### src/u2c_pkg.sv
// Shared types, constants and code point table for the UTF-8 to CP1251 stream core.
package u2c_pkg;

    // Queue between decode front and mapping back
    localparam int QDEPTH = 4;
    localparam int QAW    = $clog2(QDEPTH);
    localparam int QCW    = QAW + 1;

    localparam int CPW    = 11;  // two-byte UTF-8 code point width

    typedef struct packed {
        logic [7:0] in_byte;
        logic       end_of_string;
    } in_word_t;

    typedef struct packed {
        logic [7:0] out_char;
        logic       error;
        logic       last;
    } out_word_t;

    // What the front decided about one input byte
    typedef enum logic [1:0] {
        KIND_PASS,  // ASCII byte, goes out as is
        KIND_PAIR,  // completed lead + trail, code point needs mapping
        KIND_ERR,   // malformed sequence found by the front
        KIND_SKIP   // end of a string the front was dropping
    } item_kind_t;

    typedef struct packed {
        item_kind_t     kind;
        logic [CPW-1:0] data;   // byte in low bits for PASS, code point for PAIR
        logic           eos;
    } item_t;

    typedef struct packed {
        logic full;
        logic empty;
    } q_status_t;

    // CP1251 byte for a code point; zero when unmapped
    function automatic logic [7:0] map_cp(input logic [CPW-1:0] cp);
        logic [7:0] r;
        r = 8'h00;
        if (cp >= 11'h410 && cp <= 11'h44F) begin
            r = 8'(cp - 11'h350);
        end else if (cp >= 11'h402 && cp <= 11'h403) begin
            r = 8'(cp - 11'h382);
        end else begin
            case (cp)
                11'h453: r = 8'h83;  11'h409: r = 8'h8A;  11'h40A: r = 8'h8C;
                11'h40C: r = 8'h8D;  11'h40B: r = 8'h8E;  11'h40F: r = 8'h8F;
                11'h452: r = 8'h90;  11'h459: r = 8'h9A;  11'h45A: r = 8'h9C;
                11'h45C: r = 8'h9D;  11'h45B: r = 8'h9E;  11'h45F: r = 8'h9F;
                11'h0A0: r = 8'hA0;  11'h40E: r = 8'hA1;  11'h45E: r = 8'hA2;
                11'h408: r = 8'hA3;  11'h0A4: r = 8'hA4;  11'h490: r = 8'hA5;
                11'h0A6: r = 8'hA6;  11'h0A7: r = 8'hA7;  11'h0A9: r = 8'hA9;
                11'h404: r = 8'hAA;  11'h0AB: r = 8'hAB;  11'h0AC: r = 8'hAC;
                11'h0AD: r = 8'hAD;  11'h0AE: r = 8'hAE;  11'h407: r = 8'hAF;
                11'h0B0: r = 8'hB0;  11'h0B1: r = 8'hB1;  11'h406: r = 8'hB2;
                11'h456: r = 8'hB3;  11'h491: r = 8'hB4;  11'h0B5: r = 8'hB5;
                11'h0B6: r = 8'hB6;  11'h0B7: r = 8'hB7;  11'h451: r = 8'h7F;
                11'h454: r = 8'hBA;  11'h0BB: r = 8'hBB;  11'h458: r = 8'hBC;
                11'h405: r = 8'hBD;  11'h455: r = 8'hBE;  11'h457: r = 8'hBF;
                default: r = 8'h00;
            endcase
        end
        return r;
    endfunction

endpackage

### src/u2c_front.sv
// Decode front: pairs lead and trail bytes, flags malformed input, drops after its own errors.
module u2c_front (
    input  logic              aclk,
    input  logic              aresetn,
    input  logic              s_valid,
    output logic              s_ready,
    input  u2c_pkg::in_word_t s_data,
    input  logic              q_full,
    output logic              q_push,
    output u2c_pkg::item_t    q_item
);

    logic       lead_pending_reg, lead_pending_next;
    logic [4:0] lead_bits_reg, lead_bits_next;
    logic       discard_reg, discard_next;
    logic       accept;
    logic [7:0] b;
    logic       eos;

    assign s_ready = !q_full;
    assign accept  = s_valid && s_ready;
    assign b       = s_data.in_byte;
    assign eos     = s_data.end_of_string;

    always_comb begin
        lead_pending_next = lead_pending_reg;
        lead_bits_next    = lead_bits_reg;
        discard_next      = discard_reg;
        q_push            = 1'b0;
        q_item.kind       = u2c_pkg::KIND_PASS;
        q_item.data       = {3'b000, b};
        q_item.eos        = eos;
        if (accept) begin
            if (discard_reg) begin
                // back still needs to see the string end
                if (eos) begin
                    discard_next = 1'b0;
                    q_push       = 1'b1;
                    q_item.kind  = u2c_pkg::KIND_SKIP;
                end
            end else if (lead_pending_reg) begin
                lead_pending_next = 1'b0;
                q_push            = 1'b1;
                if (b == 8'h00) begin
                    q_item.kind  = u2c_pkg::KIND_ERR;
                    discard_next = !eos;
                end else begin
                    q_item.kind = u2c_pkg::KIND_PAIR;
                    q_item.data = {lead_bits_reg, b[5:0]};
                end
            end else if (!b[7]) begin
                q_push = 1'b1;
            end else if (!b[5]) begin
                if (eos) begin
                    q_push      = 1'b1;
                    q_item.kind = u2c_pkg::KIND_ERR;
                end else begin
                    lead_pending_next = 1'b1;
                    lead_bits_next    = b[4:0];
                end
            end else begin
                q_push       = 1'b1;
                q_item.kind  = u2c_pkg::KIND_ERR;
                discard_next = !eos;
            end
        end
    end

    always_ff @(posedge aclk) begin
        if (!aresetn) begin
            lead_pending_reg <= 1'b0;
            lead_bits_reg    <= 5'd0;
            discard_reg      <= 1'b0;
        end else begin
            lead_pending_reg <= lead_pending_next;
            lead_bits_reg    <= lead_bits_next;
            discard_reg      <= discard_next;
        end
    end

endmodule

### src/u2c_queue.sv
// Small register queue between decode front and mapping back.
module u2c_queue (
    input  logic                aclk,
    input  logic                aresetn,
    input  logic                push,
    input  u2c_pkg::item_t      push_item,
    input  logic                pop,
    output u2c_pkg::item_t      head,
    output u2c_pkg::q_status_t  status
);

    u2c_pkg::item_t                  mem_reg [u2c_pkg::QDEPTH];
    logic [u2c_pkg::QAW-1:0]         wr_ptr_reg, rd_ptr_reg;
    logic [u2c_pkg::QCW-1:0]         count_reg, count_next;

    assign status.full  = (count_reg == u2c_pkg::QCW'(u2c_pkg::QDEPTH));
    assign status.empty = (count_reg == '0);
    assign head         = mem_reg[rd_ptr_reg];

    always_comb begin
        count_next = count_reg;
        if (push && !pop) begin
            count_next = count_reg + 1'b1;
        end else if (pop && !push) begin
            count_next = count_reg - 1'b1;
        end
    end

    always_ff @(posedge aclk) begin
        if (push) begin
            mem_reg[wr_ptr_reg] <= push_item;
        end
    end

    always_ff @(posedge aclk) begin
        if (!aresetn) begin
            wr_ptr_reg <= '0;
            rd_ptr_reg <= '0;
            count_reg  <= '0;
        end else begin
            if (push) begin
                wr_ptr_reg <= wr_ptr_reg + 1'b1;
            end
            if (pop) begin
                rd_ptr_reg <= rd_ptr_reg + 1'b1;
            end
            count_reg <= count_next;
        end
    end

endmodule

### src/u2c_back.sv
// Mapping back: code point lookup, discard after mapping errors, registered output.
module u2c_back (
    input  logic                aclk,
    input  logic                aresetn,
    input  u2c_pkg::item_t      head,
    input  logic                q_empty,
    output logic                q_pop,
    output logic                m_valid,
    input  logic                m_ready,
    output u2c_pkg::out_word_t  m_data
);

    logic               m_valid_reg, m_valid_next;
    u2c_pkg::out_word_t m_data_reg, m_data_next;
    logic               discard_reg, discard_next;
    logic [7:0]         mapped;

    assign q_pop   = !q_empty && (!m_valid_reg || m_ready);
    assign mapped  = u2c_pkg::map_cp(head.data);
    assign m_valid = m_valid_reg;
    assign m_data  = m_data_reg;

    always_comb begin
        m_valid_next = m_valid_reg && !m_ready;
        m_data_next  = m_data_reg;
        discard_next = discard_reg;
        if (q_pop) begin
            if (discard_reg) begin
                if (head.eos) begin
                    discard_next = 1'b0;
                end
            end else begin
                unique case (head.kind)
                    u2c_pkg::KIND_PASS: begin
                        m_valid_next         = 1'b1;
                        m_data_next.out_char = head.data[7:0];
                        m_data_next.error    = 1'b0;
                        m_data_next.last     = head.eos;
                    end
                    u2c_pkg::KIND_PAIR: begin
                        m_valid_next = 1'b1;
                        if (mapped == 8'h00) begin
                            m_data_next.out_char = 8'h00;
                            m_data_next.error    = 1'b1;
                            m_data_next.last     = 1'b1;
                            discard_next         = !head.eos;
                        end else begin
                            m_data_next.out_char = mapped;
                            m_data_next.error    = 1'b0;
                            m_data_next.last     = head.eos;
                        end
                    end
                    u2c_pkg::KIND_ERR: begin
                        // front already drops the rest of this string
                        m_valid_next         = 1'b1;
                        m_data_next.out_char = 8'h00;
                        m_data_next.error    = 1'b1;
                        m_data_next.last     = 1'b1;
                    end
                    u2c_pkg::KIND_SKIP: begin
                        m_valid_next = m_valid_reg && !m_ready;
                    end
                    default: begin
                        m_valid_next = m_valid_reg && !m_ready;
                    end
                endcase
            end
        end
    end

    always_ff @(posedge aclk) begin
        m_data_reg <= m_data_next;
    end

    always_ff @(posedge aclk) begin
        if (!aresetn) begin
            m_valid_reg <= 1'b0;
            discard_reg <= 1'b0;
        end else begin
            m_valid_reg <= m_valid_next;
            discard_reg <= discard_next;
        end
    end

endmodule

### src/utf8_to_cp1251_stream_core.sv
// Top level of the UTF-8 to CP1251 stream transcoder: front, queue, back and checks.
//
// Converts a UTF-8 byte stream, one word per byte, into CP1251 bytes. ASCII
// bytes pass through; a lead byte (bit 7 set, bit 5 clear) is held and joined
// with the next byte into an 11-bit code point, which is looked up in a fixed
// table. A lead byte gives no result word on its own. Malformed input (zero
// trail byte, unmapped code point, byte with bits 7 and 5 set, lead byte at
// the end of a string) gives one result word with error=1, out_char=0 and
// last=1; the rest of that string is then dropped up to and including the
// byte flagged end_of_string. Rate: one byte per clock, sustained, as long as
// m_ready is high. An accepted byte is written into the 4-entry queue, then
// carried through the table lookup into the output register. The queue
// lets the input side keep taking bytes while a result waits on m_ready;
// s_ready drops only when the queue is full. Reset is synchronous on aresetn
// low and clears all decode state.
module utf8_to_cp1251_stream_core (
    input  logic                aclk,
    input  logic                aresetn,
    input  logic                s_valid,
    output logic                s_ready,
    input  u2c_pkg::in_word_t   s_data,
    output logic                m_valid,
    input  logic                m_ready,
    output u2c_pkg::out_word_t  m_data
);

    logic                q_push;
    logic                q_pop;
    u2c_pkg::item_t      q_in_item;
    u2c_pkg::item_t      q_head;
    u2c_pkg::q_status_t  q_status;

    // Front: byte classification and lead/trail pairing
    u2c_front u_front (
        .aclk    (aclk),
        .aresetn (aresetn),
        .s_valid (s_valid),
        .s_ready (s_ready),
        .s_data  (s_data),
        .q_full  (q_status.full),
        .q_push  (q_push),
        .q_item  (q_in_item)
    );

    // Decoupling queue
    u2c_queue u_queue (
        .aclk      (aclk),
        .aresetn   (aresetn),
        .push      (q_push),
        .push_item (q_in_item),
        .pop       (q_pop),
        .head      (q_head),
        .status    (q_status)
    );

    // Back: table lookup and output register
    u2c_back u_back (
        .aclk    (aclk),
        .aresetn (aresetn),
        .head    (q_head),
        .q_empty (q_status.empty),
        .q_pop   (q_pop),
        .m_valid (m_valid),
        .m_ready (m_ready),
        .m_data  (m_data)
    );

    // An error word always carries a zero char and closes the string
    assert property (@(posedge aclk) disable iff (!aresetn)
        m_valid && m_data.error |-> m_data.out_char == 8'h00 && m_data.last)
        else $error("error word with nonzero char or without last");

    // Queue never reports full and empty together
    assert property (@(posedge aclk) disable iff (!aresetn)
        !(q_status.full && q_status.empty))
        else $error("queue status inconsistent");

    // Back only pops real entries
    assert property (@(posedge aclk) disable iff (!aresetn)
        q_pop |-> !q_status.empty)
        else $error("pop from empty queue");

    // Front never pushes into a full queue
    assert property (@(posedge aclk) disable iff (!aresetn)
        q_push |-> !q_status.full)
        else $error("push into full queue");

endmodule

### config.mk
export PLATFORM = sky130hd
export DESIGN_NAME = utf8_to_cp1251_stream_core
export DESIGN_NICKNAME = d
export VERILOG_FILES = /design/src/u2c_pkg.sv /design/src/u2c_front.sv /design/src/u2c_queue.sv /design/src/u2c_back.sv /design/src/utf8_to_cp1251_stream_core.sv
export SDC_FILE = /design/constraint.sdc
export NUM_CORES = 1
export LEC_CHECK = 0
export BUFFER_PORTS_ARGS = -buffer_cell sky130_fd_sc_hd__buf_2
export CAP_MARGIN = 20
export CORE_MARGIN = 3
export CORE_UTILIZATION = 56
export CTS_CLUSTER_DIAMETER = 150
export DETAILED_ROUTE_END_ITERATION = 16
export MAX_ROUTING_LAYER = met4
export PLACE_DENSITY = 0.85
export SLEW_MARGIN = 15
export SYNTH_ARGS = -nofsm -noshare
export SYNTH_HDL_FRONTEND = slang
export SYNTH_SLANG_ARGS = --single-unit
### constraint.sdc
create_clock -name aclk -period 3.6 [get_ports aclk]
set_input_delay 0.72 -clock aclk [delete_from_list [all_inputs] [get_ports aclk]]
set_output_delay 0.72 -clock aclk [all_outputs]
set_load 0.1 [all_outputs]
Yosys cells after proc, flatten, opt, wreduce, memory -nomap -nowiden --
Memory sizes are Yosys's and may differ from the RTL's. A register that Yosys moved wholly into a read port is not among the register bits. Index checks and enable logic that the tools add are counted.
Word-level totals: bits of input ports 13, flip-flop bits (word level) 26, memory bits (writable) 56, memories kept 1, output and inout bits 12
Memories:
- u_queue.mem_reg | depth 4, bits a word 14, read ports 1, clocked after Yosys merged registers in 1, wr ports 1, line u2c_queue.sv:12 | u2c_pkg::item_t mem_reg [u2c_pkg::QDEPTH];
Operators by class: multiplexer cells 44, reduce and logical (&&, ||, !) cells 26, equality and inequality tests 46, bitwise logic cells 5, magnitude comparators 4, $add $sub $neg 6
Operators by type and width (count):
- $pmux 8 s42 | 1
- $eq 11x11->1 const B | 27
- $eq 11x8->1 const B | 15
- $mux 11 | 3
- $pmux 10 s3 | 1
- $mux 1 | 23
- $ge 11x11->1 const B | 2
- $le 11x11->1 const B | 2
- $mux 2 | 9
- $logic_not 8->1 | 2
- $mux 8 | 2
- $mux 13 | 1
- $mux 10 | 1
- $logic_not 1->1 | 8
- $sub 8x7->8 const B | 1
- $sub 8x8->8 const B | 1
- $logic_and 1x1->1 | 7
- $mux 3 | 2
- $reduce_and 6->1 | 1
- $not 1->1 | 5
- $add 2x1->2 const B | 2
- $eq 2x2->1 const B | 2
- $add 3x1->3 const B | 1
- $eq 3x3->1 const B | 1
- other kinds (11) | 11

Longest topological paths before layout --
depth in word-level cells 10, mapped depth 16, mapped depth without buffers 13

Modules after synthesis --
A second synthesis with hierarchy kept.
Second synthesis, totals: cells, all modules 452, area total of the unflattened synthesis 5027.3 um^2
Modules (own cells, without submodules):
- u2c_queue | instances 1, area an instance 2493.6 um^2, cells each 116
- u2c_back | instances 1, area an instance 2050.7 um^2, cells each 274
- u2c_front | instances 1, area an instance 483.0 um^2, cells each 62

Least setup slack after synthesis --
Ideal clock, no wire load.
kind register to register, start point register with a tool-made name, end point register u_back.m_data_reg, in the netlist u_back.m_data[0], data pin, stages on the path, launching flop included 15, data required time 3424 ps, library setup time 176 ps, buffers on the path 3, data arrival time 3525 ps, slack -102 ps, cells stage by stage dfxtp_1 > buf_6 > mux4_2 > buf_2 > inv_2 > clkbuf_1 > ha_1 > nand4_1 > a211oi_2 > a31oi_1 > nor2b_1 > a32oi_1 > o211ai_1 > a2111o_1 > o311ai_2
RTL lines:
- end signal: assignment | line u2c_back.sv:72 | m_data_reg <= m_data_next;
- end: declaration | line u2c_back.sv:14 | u2c_pkg::out_word_t m_data_reg, m_data_next;

==> summary.txt <==
======================================================================================
Status .................................................................. finished, final reports clean
Synth unique cells ......................................................           71
End-of-flow core utilization ............................................        69.5%
Clock net sink count ....................................................           84
Clock Power Share .......................................................        12.6%
Layout area overhead ....................................................        17.6%
Relative max-transition margin ..........................................        51.2%
Max Fanout on Critical Path .............................................            6
Estimated wirelength of the detail-placed design ........................      9.14 mm
Largest net degree at the start of global routing .......................           20
Max-Cap Viols ...........................................................            0
Routed WL per cell ......................................................      19.7 µm
Final min period ........................................................      3.54 ns
Flip-flop and latch count after synthesis ...............................           84
Layout net count ........................................................          554
Worst R2R Path Depth ....................................................           12
Req. time, crit path ....................................................      3.77 ns
Simple-gate portion of the synthesized area .............................        17.0%
Startpoint class of the critical path ...................................     register
Final period utilization ................................................        98.4%
Routed metal-1 wirelength ...............................................      4.92 mm
Skew final ..............................................................    0.0134 ns
Number of port buffers ..................................................           24
Static leakage power ....................................................   0.00217 µW
Worst hold slack ........................................................     0.516 ns
Remaining global-route overflow .........................................            0
Kind of path behind the tightest hold check ............................. register to register
Total global routing track utilization ..................................        25.6%
CTS tree ................................................................        built
Post-Syn Nets ...........................................................          487
Final-report setup violation count ......................................            0
Worst hold path stage count .............................................            2
Vertical die dimension ..................................................       101 µm
Cell accounting for the most synthesized area ........................... sky130_fd_sc_hd__edfxtp_1
Net Sw Power ............................................................      2200 µW
Layout cells sized above 1 ..............................................        28.0%
Maximum clock frequency .................................................    0.282 GHz
Wire length on met2 .....................................................      6.49 mm
Share of the yosys chip area belonging to registers .....................        46.8%
Setup Total Neg Slack ...................................................         0 ns
Total number of vias ....................................................         4030
Max VDD drop ............................................................     0.447 mV
Post-Syn Instances ......................................................          456
Final routed DRC violation total ........................................            0
Routability congestion estimate from global placement ...................        0.992
Crit Path Class ......................................................... register to register
Maximum count of clock buffers along a single path ......................            2
Kind of capture point of the worst setup path ...........................     register
Die area ................................................................    10100 µm²
Area fraction of the dominant cell type after synthesis .................        39.6%
Inserted Diodes .........................................................            0
H-Tree Depth ............................................................            3
Cts bufs inserted .......................................................            9
Antenna Nets Post-Route .................................................            0
Mean instance size in the synthesized netlist ...........................     11.0 µm²
Portion of netlist area occupied by mux cells ...........................        11.4%
Share of synthesized flip-flops with an asynchronous set or reset .......           0%
Mapped cell area ........................................................     5000 µm²
Endpoint arrival time on the critical path ..............................      3.71 ns
Net switching share of the total power ..................................        47.3%
Number of global-route vias before repair ...............................         3991
Hold buffer count at cts ................................................            0
Cell types occupying the most area after synthesis ...................... sky130_fd_sc_hd__edfxtp_1, sky130_fd_sc_hd__dfxtp_1, sky130_fd_sc_hd__mux4_2, sky130_fd_sc_hd__ha_1, sky130_fd_sc_hd__mux2i_1
Final wirelength ........................................................      12.4 mm
Area share of xor/xnor cells in the synthesized design ..................        1.75%
Post-Synth Adder-Cell Area ..............................................        4.65%
Highest metal used ......................................................         met4
Final number of hold-violating endpoints ................................            0
CTS Root Cell ........................................................... sky130_fd_sc_hd__clkbuf_8
Pwr per Cell Area .......................................................   792 nW/µm²
Initial antenna violation count .........................................            0
First-pass iteration count of the detailed router .......................            5
Total power .............................................................      4660 µW
Clock slew at the register clock pins of the worst setup and hold paths .      0.08 ns
Row Count ...............................................................           33
Comb power frac .........................................................        58.8%
Flip-flop cell with the highest count after synthesis ................... sky130_fd_sc_hd__edfxtp_1
Global-route wire length before repair ..................................      19.8 mm
Clock latency of the later-clocked register in the worst-skew pair ......      0.34 ns
Worst Tran Pin Value ....................................................     0.732 ns
Initial standard-cell utilization of the core ...........................        59.1%
RSZ-0062 raised after global routing ....................................          yes
Vias per Instance .......................................................         6.37
Number of pins exceeding their max-slew limit in the final report .......            0
Placeable core region ...................................................     8460 µm²
Synth Area in Compound Gates ............................................        14.6%
Main combinational cell family by area after synthesis .................. simple AND/OR/NAND/NOR gates
Count of flip-flops with a built-in enable after synthesis ..............           66
Proportion of power drawn by flip-flops and latches .....................        28.6%
First DRT Iteration DRCs ................................................          418
Pint ....................................................................      2450 µW
Detailed-routed wire length on met3 .....................................       684 µm
Count of yosys warnings during synthesis ................................            0
Max FFs per register ....................................................           56
Horizontal die dimension ................................................       101 µm
Ports ...................................................................           25
======================================================================================
-- Yosys cell counts (5+ instances only) --
cell,number
sky130_fd_sc_hd__inv_1,14
sky130_fd_sc_hd__nor2b_1,18
sky130_fd_sc_hd__o211ai_1,5
sky130_fd_sc_hd__mux2i_1,21
sky130_fd_sc_hd__mux4_2,11
sky130_fd_sc_hd__a21oi_1,18
sky130_fd_sc_hd__o22ai_1,12
sky130_fd_sc_hd__nor3_1,7
sky130_fd_sc_hd__nor4_1,5
sky130_fd_sc_hd__buf_2,6
sky130_fd_sc_hd__dfxtp_1,18
sky130_fd_sc_hd__nand2_1,52
sky130_fd_sc_hd__edfxtp_1,66
sky130_fd_sc_hd__clkbuf_1,7
sky130_fd_sc_hd__o21ai_0,19
sky130_fd_sc_hd__and2_1,15
sky130_fd_sc_hd__ha_1,17
sky130_fd_sc_hd__nor2_1,31
sky130_fd_sc_hd__xnor2_1,7
sky130_fd_sc_hd__a31oi_1,7
sky130_fd_sc_hd__nand3_1,11
sky130_fd_sc_hd__o32ai_1,6
-- cell usage in the layout (no fill, tap or decap), drive strengths merged, types with 12 or more instances in the layout --
cell     n
nand2   52
mux2i   21
edfxtp  66
a21oi   18
nand3   12
nor2b   19
o21ai   19
and2    15
dfxtp   18
inv     17
mux4    12
o22ai   12
nor2    31
ha      17
buf     78
-- final timing paths --
| kind | start | end | slack (ns) |
|---|---|---|---|
| max | u_queue.mem_reg[2][5] | u_back.m_data[1] | 0.06 |
| min | u_front.lead_bits_reg[3] | u_front.lead_bits_reg[3] | 0.52 |
| max reg2reg | u_queue.mem_reg[2][5] | u_back.m_data[1] | 0.06 |
| min reg2reg | u_front.lead_bits_reg[3] | u_front.lead_bits_reg[3] | 0.52 |
-- what timing repair did --
action / 4_1_cts / 5_1_grt
resized for setup: 0 / 34
buffers inserted: 0 / 11
endpoints found under the setup margin: 0 / 4
-- per-stage QoR --
stage / worst slack (ns) / cells / area [µm²]
floorplan: 0.0317 / 456 / 5010
global placement: 0.142 / 606 / 5480
detailed placement: 0.0371 / 606 / 5480
CTS: 0.00150 / 622 / 5650
global route: -0.0842 / 633 / 5880
finish: 0.0569 / 633 / 5880
-- area by class of cell --
cell class | instances | area, µm²
clock buffer | 9 | 124
clock inverter | 7 | 48.8
fill | 588 | 2580
inverter | 16 | 63.8
multi-input combinational | 334 | 2610
sequential | 84 | 2350
tap | 105 | 131
timing repair buffer | 78 | 566
-- logic make-up after synthesis --
logic type	after synthesis
compound gates	103
xor+xnor	10
fa+ha+maj	18
buf+inv	38
flops	84
mux	40
simple gates	163
-- power groups by stage --
stage                     Combinational [µW]  Clock (µW)  Sequential [µW]
final                                   2740         585             1330
after global routing                    2920         633             1350
after CTS                               2540         595             1330
after detailed placement                2530           0             1350
after global placement                  2490           0             1340
after floorplan                         1420           0             1810
-- per-layer routing --
metal,GRT usage [%],vias to the layer above
li1,-,1866
met1,31.2,1959
met2,43.2,170
met3,3.46,35
met4,10.1,0
met5,-,-
-- critical path, cell delays in order (launching register included) --
cell and delay [ns]:
sky130_fd_sc_hd__edfxtp_1 0.44, sky130_fd_sc_hd__mux4_2 0.55, sky130_fd_sc_hd__buf_4 0.17, sky130_fd_sc_hd__buf_4 0.16, sky130_fd_sc_hd__ha_4 0.17, sky130_fd_sc_hd__nor2b_1 0.15
sky130_fd_sc_hd__a21oi_1 0.17, sky130_fd_sc_hd__o32ai_2 0.11, sky130_fd_sc_hd__a32o_2 0.29, sky130_fd_sc_hd__nor4b_4 0.34, sky130_fd_sc_hd__a41oi_2 0.16, sky130_fd_sc_hd__a2111o_1 0.43
sky130_fd_sc_hd__o31ai_2 0.24
Power figures use the tool's default switching activity.
